===== config.mk =====
export PLATFORM = sky130hd
export DESIGN_NAME = fuzzy_heater_power_controller
export DESIGN_NICKNAME = d
export VERILOG_FILES = /design/src/fhpc_pkg.sv /design/src/fhpc_div.sv /design/src/fuzzy_heater_power_controller.sv
export SDC_FILE = /design/constraint.sdc
export NUM_CORES = 1
export LEC_CHECK = 0
export BUFFER_PORTS_ARGS = -buffer_cell sky130_fd_sc_hd__buf_2
export CAP_MARGIN = 20
export CORE_ASPECT_RATIO = 1.25
export CORE_MARGIN = 4
export CORE_UTILIZATION = 50
export DETAILED_ROUTE_END_ITERATION = 8
export PLACE_DENSITY = 0.66
export SLEW_MARGIN = 20
export SYNTH_ARGS = -nofsm -noshare
export SYNTH_HDL_FRONTEND = slang
export SYNTH_SLANG_ARGS = --single-unit
export TNS_END_PERCENT = 5

===== constraint.sdc =====
create_clock -name clk -period 7.9 [get_ports clk]
set_clock_uncertainty 0.05 [all_clocks]
set_input_delay 1.975 -clock clk [delete_from_list [all_inputs] [get_ports clk]]
set_output_delay 1.975 -clock clk [all_outputs]
set_load 0.1 [all_outputs]

===== src/fhpc_pkg.sv =====
// Shared constants and table builders for the fuzzy heater power controller.
`default_nettype none

package fhpc_pkg;

  // Field widths
  localparam int TEMP_W  = 12;
  localparam int HUM_W   = 10;
  localparam int POWER_W = 10;

  // Default membership fraction bits
  localparam int MEMBERSHIP_BITS_DEF = 8;

  // Temperature breakpoints, tenths of a degree
  localparam int T_LOW_A  = 150;
  localparam int T_LOW_B  = 200;
  localparam int T_NORM_A = 150;
  localparam int T_NORM_B = 170;
  localparam int T_NORM_C = 230;
  localparam int T_NORM_D = 250;
  localparam int T_HIGH_A = 200;
  localparam int T_HIGH_B = 250;

  // Humidity breakpoints, tenths of a percent
  localparam int H_LOW_A  = 300;
  localparam int H_LOW_B  = 400;
  localparam int H_NORM_A = 300;
  localparam int H_NORM_B = 400;
  localparam int H_NORM_C = 500;
  localparam int H_NORM_D = 600;
  localparam int H_HIGH_A = 500;
  localparam int H_HIGH_B = 600;

  // Output centers, tenths of a percent
  localparam int CTR_LOW  = 200;
  localparam int CTR_NORM = 500;
  localparam int CTR_HIGH = 800;

  // Slope lengths (lookup table depths)
  localparam int SPAN_20  = 20;
  localparam int SPAN_50  = 50;
  localparam int SPAN_100 = 100;

  // Slope values: (d * 2^mb) / span, truncated; evaluated at elaboration only
  function automatic int ramp20(input int d, input int mb);
    return (d << mb) / 20;
  endfunction

  function automatic int ramp50(input int d, input int mb);
    return (d << mb) / 50;
  endfunction

  function automatic int ramp100(input int d, input int mb);
    return (d << mb) / 100;
  endfunction

endpackage

`default_nettype wire


===== src/fhpc_div.sv =====
// Pipelined restoring divider, one quotient bit per stage, with flow control.
`default_nettype none

module fhpc_div
  import fhpc_pkg::*;
#(
  parameter int MEMBERSHIP_BITS = MEMBERSHIP_BITS_DEF
) (
  input  wire logic                         clk,
  input  wire logic                         rst_n,
  input  wire logic                         in_valid,
  output logic                              in_ready,
  input  wire logic [MEMBERSHIP_BITS+10:0]  in_num,
  input  wire logic [MEMBERSHIP_BITS+1:0]   in_den,
  input  wire logic                         in_nf,
  output logic                              out_valid,
  input  wire logic                         out_stall,
  output logic [POWER_W-1:0]                out_q,
  output logic                              out_nf
);

  localparam int QB = POWER_W;
  localparam int NW = MEMBERSHIP_BITS + 11;
  localparam int DW = MEMBERSHIP_BITS + 2;

  logic [QB-1:0] v_r;
  logic [NW-1:0] rem_r [QB];
  logic [QB-1:0] q_r   [QB];
  logic [DW-1:0] den_r [QB];
  logic [QB-1:0] nf_r;
  logic [QB:0]   rdy;

  // Backpressure: a stage takes data when empty or when it moves on
  assign rdy[QB] = !out_stall;

  for (genvar k = 0; k < QB; k++) begin : g_stage
    logic [NW-1:0] rem_in;
    logic [NW-1:0] trial;
    logic [NW-1:0] rem_nxt;
    logic [QB-1:0] q_in;
    logic [QB-1:0] q_nxt;
    logic [DW-1:0] den_in;
    logic          nf_in;
    logic          v_in;

    assign rdy[k] = !v_r[k] || rdy[k+1];

    if (k == 0) begin : g_first
      assign rem_in = in_num;
      assign q_in   = '0;
      assign den_in = in_den;
      assign nf_in  = in_nf;
      assign v_in   = in_valid;
    end else begin : g_next
      assign rem_in = rem_r[k-1];
      assign q_in   = q_r[k-1];
      assign den_in = den_r[k-1];
      assign nf_in  = nf_r[k-1];
      assign v_in   = v_r[k-1];
    end

    // One trial subtract of the shifted divisor
    assign trial = NW'(den_in) << (QB - 1 - k);

    always_comb begin
      rem_nxt = rem_in;
      q_nxt   = q_in;
      if (rem_in >= trial) begin
        rem_nxt             = rem_in - trial;
        q_nxt[QB - 1 - k]   = 1'b1;
      end
    end

    always_ff @(posedge clk) begin
      if (!rst_n) begin
        v_r[k] <= 1'b0;
      end else if (rdy[k]) begin
        v_r[k] <= v_in;
      end
    end

    always_ff @(posedge clk) begin
      if (rdy[k]) begin
        rem_r[k] <= rem_nxt;
        q_r[k]   <= q_nxt;
        den_r[k] <= den_in;
        nf_r[k]  <= nf_in;
      end
    end
  end

  assign in_ready  = rdy[0];
  assign out_valid = v_r[QB-1];
  assign out_q     = q_r[QB-1];
  assign out_nf    = nf_r[QB-1];

endmodule

`default_nettype wire


===== src/fuzzy_heater_power_controller.sv =====
// Fuzzy heater power controller: top level with fuzzify, rule and divide stages.
//
// Usage:
//   Input channel carries one temperature/humidity sample per transaction
//   (in_valid / in_stall). Result channel carries one heater power and a
//   no-rule flag per transaction (out_valid / out_stall).
//   Stages from input transaction to out_valid:
//   one stage grades the memberships, one forms rule strengths and the
//   weighted sum, and ten stages run the restoring divider, one quotient
//   bit per stage. The last divider stage is the output register.
//   Throughput: one transaction per cycle while out_stall is low, set by the
//   one-bit-per-stage divider pipeline.
//   Reset (rst_n low, synchronous) empties every stage; results in flight
//   are dropped. Payload registers are not cleared.
//   When the receiver stalls, stages fill up from the output backward; the
//   input keeps accepting until the first stage has no free slot, and
//   in_stall rises only while a result waits at the output.
`default_nettype none

module fuzzy_heater_power_controller
  import fhpc_pkg::*;
#(
  parameter int MEMBERSHIP_BITS = MEMBERSHIP_BITS_DEF
) (
  input  wire logic                      clk,
  input  wire logic                      rst_n,
  input  wire logic                      in_valid,
  output logic                           in_stall,
  input  wire logic signed [TEMP_W-1:0]  in_temperature,
  input  wire logic [HUM_W-1:0]          in_humidity,
  output logic                           out_valid,
  input  wire logic                      out_stall,
  output logic [POWER_W-1:0]             out_heater_power,
  output logic                           out_no_rule_fired
);

  localparam int MW   = MEMBERSHIP_BITS + 1;
  localparam int DW   = MEMBERSHIP_BITS + 2;
  localparam int NW   = MEMBERSHIP_BITS + 11;
  localparam int TXW  = TEMP_W + 1;
  localparam int I20  = $clog2(SPAN_20);
  localparam int I50  = $clog2(SPAN_50);
  localparam int I100 = $clog2(SPAN_100);
  localparam logic [MW-1:0] ONE_M = {1'b1, {MEMBERSHIP_BITS{1'b0}}};

  typedef logic [MW-1:0] tab20_t  [SPAN_20];
  typedef logic [MW-1:0] tab50_t  [SPAN_50];
  typedef logic [MW-1:0] tab100_t [SPAN_100];

  function automatic tab20_t build20();
    tab20_t tb;
    for (int d = 0; d < SPAN_20; d++) tb[d] = MW'(ramp20(d, MEMBERSHIP_BITS));
    return tb;
  endfunction

  function automatic tab50_t build50();
    tab50_t tb;
    for (int d = 0; d < SPAN_50; d++) tb[d] = MW'(ramp50(d, MEMBERSHIP_BITS));
    return tb;
  endfunction

  function automatic tab100_t build100();
    tab100_t tb;
    for (int d = 0; d < SPAN_100; d++) tb[d] = MW'(ramp100(d, MEMBERSHIP_BITS));
    return tb;
  endfunction

  localparam tab20_t  TAB20  = build20();
  localparam tab50_t  TAB50  = build50();
  localparam tab100_t TAB100 = build100();

  // Flow control signals
  logic rdy_a;
  logic rdy_b;
  logic div_rdy;

  // Stage A registers: six memberships
  logic          va_r;
  logic [MW-1:0] tl_r, tn_r, th_r, hl_r, hn_r, hh_r;
  logic [MW-1:0] tl_nxt, tn_nxt, th_nxt, hl_nxt, hn_nxt, hh_nxt;

  // Stage B registers: weighted sum and total strength
  logic          vb_r;
  logic [NW-1:0] num_r, num_nxt;
  logic [DW-1:0] den_r, den_nxt;
  logic          nf_r, nf_nxt;
  logic [MW-1:0] r1, r2, r3;

  // Divider outputs
  logic               div_nf;
  logic [POWER_W-1:0] div_q;

  // Distances into the slopes
  logic signed [TXW-1:0] t_ext;
  logic [TXW-1:0]        d_tl, d_tnr, d_tnf, d_th;
  logic [HUM_W-1:0]      d_hl, d_hnr, d_hnf, d_hh;

  assign t_ext = TXW'(in_temperature);
  assign d_tl  = TXW'(T_LOW_B) - t_ext;
  assign d_tnr = t_ext - TXW'(T_NORM_A);
  assign d_tnf = TXW'(T_NORM_D) - t_ext;
  assign d_th  = t_ext - TXW'(T_HIGH_A);
  assign d_hl  = HUM_W'(H_LOW_B) - in_humidity;
  assign d_hnr = in_humidity - HUM_W'(H_NORM_A);
  assign d_hnf = HUM_W'(H_NORM_D) - in_humidity;
  assign d_hh  = in_humidity - HUM_W'(H_HIGH_A);

  // Temperature memberships; flat values at the breakpoints
  always_comb begin
    if (t_ext <= TXW'(T_LOW_A))       tl_nxt = ONE_M;
    else if (t_ext >= TXW'(T_LOW_B))  tl_nxt = '0;
    else                              tl_nxt = TAB50[d_tl[I50-1:0]];

    if (t_ext <= TXW'(T_NORM_A) || t_ext >= TXW'(T_NORM_D)) begin
      tn_nxt = '0;
    end else if (t_ext >= TXW'(T_NORM_B) && t_ext <= TXW'(T_NORM_C)) begin
      tn_nxt = ONE_M;
    end else if (t_ext < TXW'(T_NORM_B)) begin
      tn_nxt = TAB20[d_tnr[I20-1:0]];
    end else begin
      tn_nxt = TAB20[d_tnf[I20-1:0]];
    end

    if (t_ext <= TXW'(T_HIGH_A))      th_nxt = '0;
    else if (t_ext >= TXW'(T_HIGH_B)) th_nxt = ONE_M;
    else                              th_nxt = TAB50[d_th[I50-1:0]];
  end

  // Humidity memberships
  always_comb begin
    if (in_humidity <= HUM_W'(H_LOW_A))      hl_nxt = ONE_M;
    else if (in_humidity >= HUM_W'(H_LOW_B)) hl_nxt = '0;
    else                                     hl_nxt = TAB100[d_hl[I100-1:0]];

    if (in_humidity <= HUM_W'(H_NORM_A) || in_humidity >= HUM_W'(H_NORM_D)) begin
      hn_nxt = '0;
    end else if (in_humidity >= HUM_W'(H_NORM_B) && in_humidity <= HUM_W'(H_NORM_C)) begin
      hn_nxt = ONE_M;
    end else if (in_humidity < HUM_W'(H_NORM_B)) begin
      hn_nxt = TAB100[d_hnr[I100-1:0]];
    end else begin
      hn_nxt = TAB100[d_hnf[I100-1:0]];
    end

    if (in_humidity <= HUM_W'(H_HIGH_A))      hh_nxt = '0;
    else if (in_humidity >= HUM_W'(H_HIGH_B)) hh_nxt = ONE_M;
    else                                      hh_nxt = TAB100[d_hh[I100-1:0]];
  end

  // Stage A
  always_ff @(posedge clk) begin
    if (!rst_n) begin
      va_r <= 1'b0;
    end else if (rdy_a) begin
      va_r <= in_valid;
    end
  end

  always_ff @(posedge clk) begin
    if (rdy_a) begin
      tl_r <= tl_nxt;
      tn_r <= tn_nxt;
      th_r <= th_nxt;
      hl_r <= hl_nxt;
      hn_r <= hn_nxt;
      hh_r <= hh_nxt;
    end
  end

  // Rule strengths and weighted sum
  assign r1 = (tl_r < hl_r) ? tl_r : hl_r;
  assign r2 = (tn_r < hn_r) ? tn_r : hn_r;
  assign r3 = (th_r > hh_r) ? th_r : hh_r;

  assign num_nxt = NW'(r1) * NW'(CTR_LOW) + NW'(r2) * NW'(CTR_NORM)
                 + NW'(r3) * NW'(CTR_HIGH);
  assign den_nxt = DW'(r1) + DW'(r2) + DW'(r3);
  assign nf_nxt  = (den_nxt == '0);

  // Stage B
  always_ff @(posedge clk) begin
    if (!rst_n) begin
      vb_r <= 1'b0;
    end else if (rdy_b) begin
      vb_r <= va_r;
    end
  end

  always_ff @(posedge clk) begin
    if (rdy_b) begin
      num_r <= num_nxt;
      den_r <= den_nxt;
      nf_r  <= nf_nxt;
    end
  end

  // Ready chain toward the input
  assign rdy_b    = !vb_r || div_rdy;
  assign rdy_a    = !va_r || rdy_b;
  assign in_stall = !rdy_a;

  fhpc_div #(
    .MEMBERSHIP_BITS (MEMBERSHIP_BITS)
  ) u_div (
    .clk       (clk),
    .rst_n     (rst_n),
    .in_valid  (vb_r),
    .in_ready  (div_rdy),
    .in_num    (num_r),
    .in_den    (den_r),
    .in_nf     (nf_r),
    .out_valid (out_valid),
    .out_stall (out_stall),
    .out_q     (div_q),
    .out_nf    (div_nf)
  );

  // No rule fired: zero power
  assign out_heater_power  = div_nf ? '0 : div_q;
  assign out_no_rule_fired = div_nf;

endmodule

`default_nettype wire


### Word level (Yosys, flattened, before mapping)

Memory sizes are Yosys's and may differ from the RTL's.
Cells that the tools add are included.
W data, S select, Z words.

* RAM bits: 390
* bits of input ports: 26
* output and inout port bits: 13
* word-level logic and storage cells: 219
* flip-flop bits (word level): 106
* ROM bits: 6336
* memories: 11

* add/sub/neg operators: 22
* $lt $le $gt $ge: 33
* multipliers: 3
* bitwise gates (word level): 8
* reductions and logical operators: 37
* muxes and demuxes: 68

Memory list
* (name not given): words 128, width 9, rd ports 1, clocked after Yosys merged registers in 0, write ports 0, line fuzzy_heater_power_controller.sv:147 `else hh_nxt = TAB100[d_hh[I100-1:0]];`
* (name not given): words 128, width 9, rd ports 1, clocked after Yosys merged registers in 0, write ports 0, line fuzzy_heater_power_controller.sv:142 `hn_nxt = TAB100[d_hnf[I100-1:0]];`
* (name not given): words 128, width 9, rd ports 1, clocked after Yosys merged registers in 0, write ports 0, line fuzzy_heater_power_controller.sv:140 `hn_nxt = TAB100[d_hnr[I100-1:0]];`
* (name not given): words 128, width 9, rd ports 1, clocked after Yosys merged registers in 0, write ports 0, line fuzzy_heater_power_controller.sv:133 `else hl_nxt = TAB100[d_hl[I100-1:0]];`
* (name not given): words 64, width 9, rd ports 1, clocked after Yosys merged registers in 0, write ports 0, line fuzzy_heater_power_controller.sv:126 `else th_nxt = TAB50[d_th[I50-1:0]];`
* (name not given): words 64, width 9, rd ports 1, clocked after Yosys merged registers in 0, write ports 0, line fuzzy_heater_power_controller.sv:112 `else tl_nxt = TAB50[d_tl[I50-1:0]];`
* +5 memories

Operator list (count)
* $mux W9: 27
* $mux W19: 10
* $ge A12 B9 Y1 const B: 3
* $le A12 B9 Y1 const B: 3
* $ge A8 B8 Y1 const B: 4
* $not A7 Y8: 4
* $mux W1: 30
* $mul A9 B5 Y14 const B: 2
* $le A10 B9 Y1 const B: 2
* $add A17 B18 Y19: 1
* $add A19 B19 Y19: 1
* $ge A19 B10 Y1: 1
* $ge A19 B11 Y1: 1
* $ge A19 B12 Y1: 1
* $ge A19 B13 Y1: 1
* $ge A19 B14 Y1: 1
* $ge A19 B15 Y1: 1
* $ge A19 B16 Y1: 1
* $ge A19 B17 Y1: 1
* $ge A19 B18 Y1: 1
* $ge A19 B19 Y1: 1
* $sub A19 B10 Y19: 1
* $sub A19 B11 Y19: 1
* $sub A19 B12 Y19: 1
* 34 further kinds: 71

### Logic depth before layout (Yosys ltp)

Gate-level depths: netlist of run 1.

* word-level depth: 14
* mapped depth: 33
* gate-level depth less buffers: 32

### Cells and area by module

Synthesis of run 1 repeated with hierarchy kept, for this count alone.

* cells, all modules: 3229
* area total of the unflattened synthesis: 32381.1 µm²

By module, submodules not included
* fhpc_div: seq. area each 9989.6 µm², area each 16881.2 µm², cells an instance 1331, times used 1
* fuzzy_heater_power_controller: seq. area each 2442.3 µm², area each 15499.9 µm², cells an instance 1898, times used 1

### Worst setup path before layout of run 1

OpenSTA, ideal clock, no wires.

* kind: reg2reg
* start point: reg tn_r[5]
* end point: reg num_r[18] (data pin)
* setup time: 0.260 ns
* period minus slack after synthesis: 7.231 ns
* arrival time: 6.921 ns
* path slack: 0.669 ns
* cell stages (with the launch flop): 30
* data required time: 7.590 ns
* buffers on the path: 1
* path through: edfxtp_1 -> ha_1 -> a21o_1 -> a21o_1 -> a211o_1 -> a21oi_1 -> o21ai_2 -> buf_2 -> mux2i_1 -> fa_1 -> fa_1 -> inv_1 -> fa_1 -> fa_1 -> ha_1 -> o21a_1 -> o21a_1 -> nand3_1 -> o21ai_0 -> o21ai_0 -> a21oi_1 -> xor2_1 -> fa_1 -> ha_1 -> and3_1 -> nor2_1 -> a21oi_1 -> o21ai_0 -> xnor2_1 -> xnor2_1

* cells in the longest elaborated chain, start to end: 5

RTL lines
* from (decl): line fuzzy_heater_power_controller.sv:79 `logic [MW-1:0] tl_r, tn_r, th_r, hl_r, hn_r, hh_r;`
* from (signal assigned): line fuzzy_heater_power_controller.sv:162 `tn_r <= tn_nxt;`
* $lt A9 B9 Y1: line fuzzy_heater_power_controller.sv:172 `assign r2 = (tn_r < hn_r) ? tn_r : hn_r;`
* $mux W9 *: line fuzzy_heater_power_controller.sv:172
* $mul A9 B7 Y16 *: line fuzzy_heater_power_controller.sv:175 `assign num_nxt = NW'(r1) * NW'(CTR_LOW) + NW'(r2) * NW'(CTR_NORM)`
* $add A17 B18 Y19 *: line fuzzy_heater_power_controller.sv:175
* $add A19 B19 Y19 *: line fuzzy_heater_power_controller.sv:176 `+ NW'(r3) * NW'(CTR_HIGH);`
* net num_nxt[18]: line fuzzy_heater_power_controller.sv:84 `logic [NW-1:0] num_r, num_nxt;`
* to (signal assigned): line fuzzy_heater_power_controller.sv:191 `num_r <= num_nxt;`
* to (decl): line fuzzy_heater_power_controller.sv:84

The timed path passes the listed nets; every way through them passes the cells marked *.
A chain may end at the register's enable or synchronous reset.

### Worst setup path in the final report of run 1

Ends and elaborated chain as after synthesis.

==> results of run 1 <==
metrics by stage:
step	setup TNS (ns)	cell area, sq um
after global placement	0	31960
after global routing	-0.01279	33640
after detailed placement	0	31960
final	0	33640
after CTS	0	33470
after floorplan	0	30950
layer usage:
metal | vias to the layer above | routed length (microns) | track usage (%)
met2 | 744 | 40060 | 42.60
met4 | 0 | 3630 | 10.20
met3 | 200 | 3222 | 2.154
li1 | 11412 | - | -
met1 | 11526 | 30750 | 27.04
met5 | - | 0 | 0
cell usage after synthesis, types with 34 or more instances:
library cell,n,area [sq um]
sky130_fd_sc_hd__a211oi_1,67,503.0
sky130_fd_sc_hd__a21o_1,44,330.3
sky130_fd_sc_hd__a21oi_1,225,1126
sky130_fd_sc_hd__clkbuf_1,108,405.4
sky130_fd_sc_hd__edfxtp_1,389,11680
sky130_fd_sc_hd__fa_1,65,1301
sky130_fd_sc_hd__ha_1,299,3741
sky130_fd_sc_hd__inv_1,263,987.2
sky130_fd_sc_hd__mux2i_1,47,470.5
sky130_fd_sc_hd__nand2_1,220,825.8
sky130_fd_sc_hd__nand2b_1,37,231.5
sky130_fd_sc_hd__nand3_1,56,280.3
sky130_fd_sc_hd__nor2_1,223,837.1
sky130_fd_sc_hd__nor2b_1,63,394.1
sky130_fd_sc_hd__nor3_1,72,360.4
sky130_fd_sc_hd__o211ai_1,42,315.3
sky130_fd_sc_hd__o21a_1,34,255.2
sky130_fd_sc_hd__o21ai_0,152,760.7
sky130_fd_sc_hd__xnor2_1,103,902.1
sky130_fd_sc_hd__xor2_1,76,665.6
timing repair:
item                                   in CTS  in global routing
gates resized for setup                     0                 20
setup endpoints to repair                   0                  4
hold buffers                                0                  0
endpoints found under the hold margin       0                  0
buffers inserted                            0                  4
registers in the layout, summed over array words and instances, names as in the netlist:
signal	flops
u_div.rem_r	154
u_div.den_r	90
u_div.q_r	55
num_r	17
den_r	10
hh_r	9
hl_r	9
hn_r	9
th_r	9
tl_r	9
u_div.g_stage.nf_in	9
u_div.g_stage.v_in	9
tn_r	7
nf_r	1
u_div.out_nf	1
u_div.out_valid	1
va_r	1
vb_r	1
final cells by class:
| type | count | area [sq um] | share of cell area, % |
|---|---|---|---|
| Multi-Input combinational cell | 2298 | 17530 | 52.12 |
| Sequential cell | 401 | 11920 | 35.44 |
| Clock inverter | 23 | 304.0 | 0.9039 |
| Inverter | 274 | 1030 | 3.061 |
| Clock buffer | 57 | 1201 | 3.571 |
| Tap cell | 824 | 1031 | 3.065 |
| Timing Repair Buffer | 94 | 618.1 | 1.838 |
cells by family after synthesis:
group	count (synthesis)	synth area share (%)
flops	401	38.51
mux	115	4.636
xor+xnor	185	5.416
compound gates	813	17.04
fa+ha+maj	365	16.32
simple gates	819	12.79
buf+inv	424	5.287
worst register-to-register path, delay by kind of cell, from the launching register on:
kind / cells / cell delay (ns)
adders and majority gates: 8 / 3.51
xor gates and xnor gates: 3 / 0.51
muxes: 1 / 0.41
and+or+nand+nor: 3 / 0.36
DFF: 1 / 0.46
AOI/OAI and AO/OA: 12 / 1.98
buffers and inverters: 2 / 0.10
power breakdown:
group | switching, mW | leakage [nW] | internal [mW]
clock network | 0.836 | 0.729 | 1.28
registers | 0.563 | 4.36 | 3.68
logic | 4.25 | 8.79 | 3.16
total | 5.65 | 13.9 | 8.12
worst min path at each step:
stage                                       from                     end  slack, ns
after floorplan                             nf_r  u_div.g_stage[1].nf_in       0.35
after global placement           u_div.q_r[8][3]         u_div.q_r[9][3]       0.35
after detailed placement  u_div.g_stage[1].nf_in  u_div.g_stage[2].nf_in       0.35
after CTS                 u_div.g_stage[1].nf_in  u_div.g_stage[2].nf_in       0.36
after global routing             u_div.q_r[6][4]         u_div.q_r[7][4]       0.37
final                            u_div.q_r[0][9]         u_div.q_r[1][9]       0.36
==> results by group, run 1 <==
Run status
  – Result of the run: finished, final reports clean

Clock tree
  – CTS sink count: approximately 400
  – Later-pin clock latency in the skew report: around 0.57 ns
  – TritonCTS clock tree: built
  – Number of buffers on the longest clock path: 3
  – Root buffer cell: sky130_fd_sc_hd__clkbuf_16
  – Clock slew at the register clock pins of the worst setup and hold paths: roughly 0.060 ns
  – CTS buffer count: 44
  – Number of H-tree levels: 2

STA
  – Post-route clock period utilization: 96.55%
  – Least-Margin Pin Slew: around 1.0 ns
  – Total count of max-transition violations in the final report: 0
  – Slew margin rel.: between 30% and 40%
  – Final number of hold-violating endpoints: 0
  – Maximum operating frequency: ~130 MHz
  – Min cycle time layout: roughly 7.6 ns
  – Final setup violation count: 0
  – Final Worst Setup Slack: roughly 0.27 ns
  – Final Hold Slack: ~0.36 ns

Synthesis
  – Average cell area after synthesis: between 9 and 10 sq um
  – Primary FF master, synth: sky130_fd_sc_hd__edfxtp_1
  – Number of synthesized flops with an enable pin: ~390
  – Netlist Area Pre-Place: about 31000 sq um
  – Instance count of the mapped netlist: approximately 3100
  – Sequential share of the synthesized area: roughly 39%
  – Synthesized flop and latch total: ~400
  – Cell variety after synth: just over 90
  – Post-Syn Nets: approximately 3500
  – Yosys warnings: 0
  – Async S/R FF share, synth: 0%

Routing
  – Remaining design rule violation count: 0
  – Vias after detailed routing: 23882
  – Wire length per cell after detailed routing: ~20 microns
  – Number of search-and-repair iterations in the first detailed-routing pass: 7
  – Number of antenna-violating nets in the routed design: 0
  – Average via count per standard cell: around 6
  – Iter 0 DRT Violations: 1404
  – Final routed wirelength across all metal layers: between 70000 and 80000 microns

Setup path
  – Startpoint of the worst register-to-register path: tn_r[5]
  – Highest fanout seen on the critical path: 7
  – Flop2flop setup slack: ~0.27 ns
  – End of the worst register-to-register path: num_r[18]
  – Cell mode on critical path: sky130_fd_sc_hd__fa_1
  – Path depth of the worst reg2reg path: 29
  – CP delay by family, top: adder cells
  – Worst path buffer plus inverter count: 2
  – Data arrival at the endpoint of the critical path: between 7 and 8 ns
  – Critical path's largest stage delay: approximately 0.54 ns
  – Critical Path RT: just over 8 ns
  – CP Launch Type: flip-flop
  – Destination of the critical timing path: num_r[18]
  – Master of the slowest instance on the critical path: sky130_fd_sc_hd__fa_1
  – Endpoint class of the critical path: flip-flop
  – Critical path start-end classification: flip-flop to flip-flop
  – Crit. Startpoint: tn_r[5]
  – Levels on crit path: 29

Global route
  – GRT overflow: 0
  – Initial antenna violation count: 0
  – Overall track demand over capacity in global routing: 23.03%
  – Number of global-route vias before repair: around 23000
  – Pin count of the biggest net entering global routing: between 80 and 90
  – Global-route wire length before repair: 124000 microns

Pwr
  – Leakage: ~14 nW
  – Power consumption: 13.77 mW
  – Worst vdd ir: 0.0002131 V
  – Pwr/cell area: between 400 and 500 nW/um^2

Floorplan
  – Die Area: approximately 66000 sq um
  – Initial cell density of the core: 50.71%
  – Horiz. Die Dim: around 230 microns
  – Core area: between 60000 and 70000 sq um
  – Top-level port count: 39
  – Die outline height: about 290 microns
  – Row count: between 100 and 150

Layout
  – Synth-to-Final Area Change: 8.666%
  – Commonest cells after routing, fill and taps aside: sky130_fd_sc_hd__edfxtp_1, sky130_fd_sc_hd__ha_1, sky130_fd_sc_hd__inv_1, sky130_fd_sc_hd__a21oi_1, sky130_fd_sc_hd__nor2_1
  – Filler instances: about 5300
  – Post-route non-filler standard cell count: 3971
  – N_diodes: 0
  – Commonest non-fill, non-tap cell in the layout: sky130_fd_sc_hd__edfxtp_1
  – Fin nets: approximately 3500
  – Post-route core utilization: a little under three fifths
  – Share of cells above drive strength 1: roughly 8.3%

Hold path
  – Class of the most critical hold timing path: flip-flop to flip-flop
  – Instance count along the most critical hold path: 0

Placement
  – Routability congestion estimate from global placement: slightly above 0.9
  – Detail Placement HPWL: 59020 microns
  – Buffers on Ports: 38
  – Number of cells in the design after placement: 3884
  – Place WS: roughly 0.069 ns

Job
  – # Max-Cap Violations: 0
Power figures use the tool's default switching activity.
==> inputs of run 2 (changes only) <==
==> constraint.sdc (replaced) <==
create_clock -name clk -period 8.4 [get_ports clk]
set_clock_uncertainty 0.05 [all_clocks]
set_input_delay 0.84 -clock clk [delete_from_list [all_inputs] [get_ports clk]]
set_output_delay 0.84 -clock clk [all_outputs]
set_load 0.1 [all_outputs]
==> results by group, run 2 (synthesized netlist as in run 1, its figures left out) <==
Run status
  – Result of the run: finished, final reports clean (unchanged)

Routing
  – Metal2 WL: 40240 microns (was 40060 microns)
  – Final routed wirelength across all metal layers: 77530 microns (was 77660 microns)
  – Number of antenna-violating nets in the routed design: 0 (unchanged)
  – Number of search-and-repair iterations in the first detailed-routing pass: 5 (was 7)
  – Wire length per cell after detailed routing: 19.61 microns (was 19.56 microns)
  – Average via count per standard cell: 5.956 (was 6.014)
  – Met1 Wirelength: 30790 microns (was 30750 microns)
  – Max Used Layer: met4 (unchanged)
  – Remaining design rule violation count: 0 (unchanged)
  – Routed wl met3: 3220 microns (was 3222 microns)
  – Vias after detailed routing: 23545 (was 23882)
  – Iter 0 DRT Violations: 1528 (was 1404)

Clock tree
  – Clock slew at the register clock pins of the worst setup and hold paths: 0.06 ns (about the same)
  – TritonCTS clock tree: built (unchanged)
  – Root buffer cell: sky130_fd_sc_hd__clkbuf_16 (unchanged)
  – Number of buffers on the longest clock path: 3 (unchanged)
  – Post-CTS repair timing setup buffer count: 0 (unchanged)
  – Number of H-tree levels: 2 (unchanged)
  – CTS sink count: 401 (unchanged)
  – CTS buffer count: 41 (was 44)
  – Later-pin clock latency in the skew report: 0.56 ns (was 0.57 ns)

Floorplan
  – Die Area: 65980 sq um (unchanged)
  – Row count: 101 (unchanged)
  – Core area: 61040 sq um (unchanged)
  – Top-level port count: 39 (unchanged)
  – Horiz. Die Dim: 230.5 microns (unchanged)
  – Initial cell density of the core: 50.71% (unchanged)
  – Die outline height: 286.2 microns (unchanged)

Setup path
  – CP delay by family, top: adder cells (unchanged)
  – Startpoint of the worst register-to-register path: tn_r[5] (unchanged)
  – Highest fanout seen on the critical path: 18 (was 7)
  – Data arrival at the endpoint of the critical path: 8.19 ns (was 7.90 ns)
  – Critical path start-end classification: flip-flop to flip-flop (unchanged)
  – Path depth of the worst reg2reg path: 29 (unchanged)
  – Cell mode on critical path: sky130_fd_sc_hd__fa_1 (unchanged)
  – Master of the slowest instance on the critical path: sky130_fd_sc_hd__fa_1 (unchanged)
  – Critical path's largest stage delay: 0.55 ns (was 0.54 ns)
  – Critical Path RT: 8.66 ns (was 8.17 ns)
  – Worst path buffer plus inverter count: 2 (unchanged)
  – Flop2flop setup slack: 0.47 ns (was 0.27 ns)
  – CP Launch Type: flip-flop (unchanged)
  – Endpoint class of the critical path: flip-flop (unchanged)
  – End of the worst register-to-register path: num_r[18] (unchanged)

STA
  – Min cycle time layout: 7.932 ns (was 7.628 ns)
  – Total count of max-transition violations in the final report: 0 (unchanged)
  – Maximum operating frequency: 126.1 MHz (was 131.1 MHz)
  – Least-Margin Pin Slew: 1.048 ns (was 1.041 ns)
  – Post-route clock period utilization: 94.43% (was 96.55%)
  – Sum Neg Setup Slack: 0 ns (unchanged)
  – Final setup violation count: 0 (unchanged)
  – Slew margin rel.: 30.06% (was 30.29%)
  – Final number of hold-violating endpoints: 0 (unchanged)
  – Final Hold Slack: 0.3595 ns (was 0.3582 ns)
  – RSZ-0062 raised after global routing: false

Hold path
  – Hold Path End: u_div.q_r[5][9] (was u_div.q_r[1][9])
  – Hold Path Origin: u_div.q_r[4][9] (was u_div.q_r[0][9])
  – Class of the most critical hold timing path: flip-flop to flip-flop (unchanged)
  – Instance count along the most critical hold path: 0 (unchanged)

Global route
  – Overall track demand over capacity in global routing: 23.06% (was 23.03%)
  – Number of global-route vias before repair: 23057 (was 23405)
  – Global-route wire length before repair: 123500 microns (was 124000 microns)
  – GRT overflow: 0 (unchanged)
  – Pin count of the biggest net entering global routing: 82 (was 81)
  – Initial antenna violation count: 1 (was 0)

Pwr
  – Leakage: 13.72 nW (was 13.87 nW)
  – Worst vdd ir: 0.0001918 V (was 0.0002131 V)
  – Pwr/cell area: 380.9 nW/um^2 (was 409.5 nW/um^2)

Layout
  – Area taken by multi-input logic gates: 17430 sq um (was 17530 sq um)
  – Filler instances: 5355 (was 5318)
  – Max FFs per register: 154 (unchanged)
  – Commonest non-fill, non-tap cell in the layout: sky130_fd_sc_hd__edfxtp_1 (unchanged)
  – Biggest regs: u_div.rem_r (154), u_div.den_r (90), u_div.q_r (55) (unchanged)
  – Commonest cells after routing, fill and taps aside: sky130_fd_sc_hd__edfxtp_1, sky130_fd_sc_hd__ha_1, sky130_fd_sc_hd__inv_1, sky130_fd_sc_hd__a21oi_1, sky130_fd_sc_hd__nor2_1 (unchanged)
  – Synth-to-Final Area Change: 7.470% (was 8.666%)
  – Register with the most flip-flops: u_div.rem_r (unchanged)
  – Final instance area: 33270 sq um (was 33640 sq um)
  – Area occupied by registers: 11920 sq um (unchanged)
  – N_diodes: 0 (unchanged)
  – Share of cells above drive strength 1: 7.383% (was 8.325%)
  – Post-route core utilization: 54.50% (was 55.11%)
  – Fin nets: 3486 (was 3503)

Placement
  – Routability congestion estimate from global placement: 0.9185 (was 0.9231)
  – Buffers on Ports: 38 (unchanged)
  – Post-DP Area: 31900 sq um (was 31960 sq um)
  – Detail Placement HPWL: 58980 microns (was 59020 microns)

Job
  – # Max-Cap Violations: 0 (unchanged)
run 2: layout make-up:
| cell class | instances | area share (%) |
|---|---|---|
| clock buffer | 53 | 3.344 |
| clock inverter | 23 | 0.6695 |
| inverter | 274 | 3.092 |
| multi-input combinational | 2297 | 52.40 |
| sequential | 401 | 35.84 |
| tap | 824 | 3.099 |
| timing repair buffer | 81 | 1.565 |
run 2: power breakdown:
group          total (mW)  leakage (nW)  internal, mW  switching (mW)
clock network        1.81         0.645          1.04           0.771
registers            3.99          4.36          3.46           0.522
logic                6.88          8.72          2.93            3.95
run 2: how the worst max path moves through the flow:
| stage | from | endpoint | slack (ns) | depth (start not counted) |
|---|---|---|---|---|
| CTS | tn_r[5] | num_r[18] | 0.34 | 29 |
| finish | tn_r[5] | num_r[18] | 0.47 | 29 |
| floorplan | tn_r[5] | num_r[18] | 1.17 | 29 |
| global placement | tn_r[5] | num_r[18] | 0.51 | 28 |
| detailed placement | tn_r[5] | num_r[18] | 0.31 | 29 |
| global route | tn_r[5] | num_r[18] | 0.1 | 29 |
run 2: stage by stage:
stage	power [mW]	std cells	worst slack [ns]
6_report	12.67	3953	0.4681
5_1_grt	13.71	3953	0.09637
4_1_cts	12.70	3952	0.3408
3_5_place_dp	10.80	3876	0.3083
3_3_place_gp	10.59	3876	0.5108
2_1_floorplan	9.154	3122	1.169
run 2: repair_timing:
item / in CTS / in global routing
gates resized for setup: 0 / 1
setup endpoints to repair: 0 / 1
hold buffers: 0 / 0
run 2: layer usage:
layer	GRT usage, %	vias up
li1	-	11381
met3	2.492	158
met5	0	-
met4	9.017	0
met2	42.58	648
met1	27.43	11358
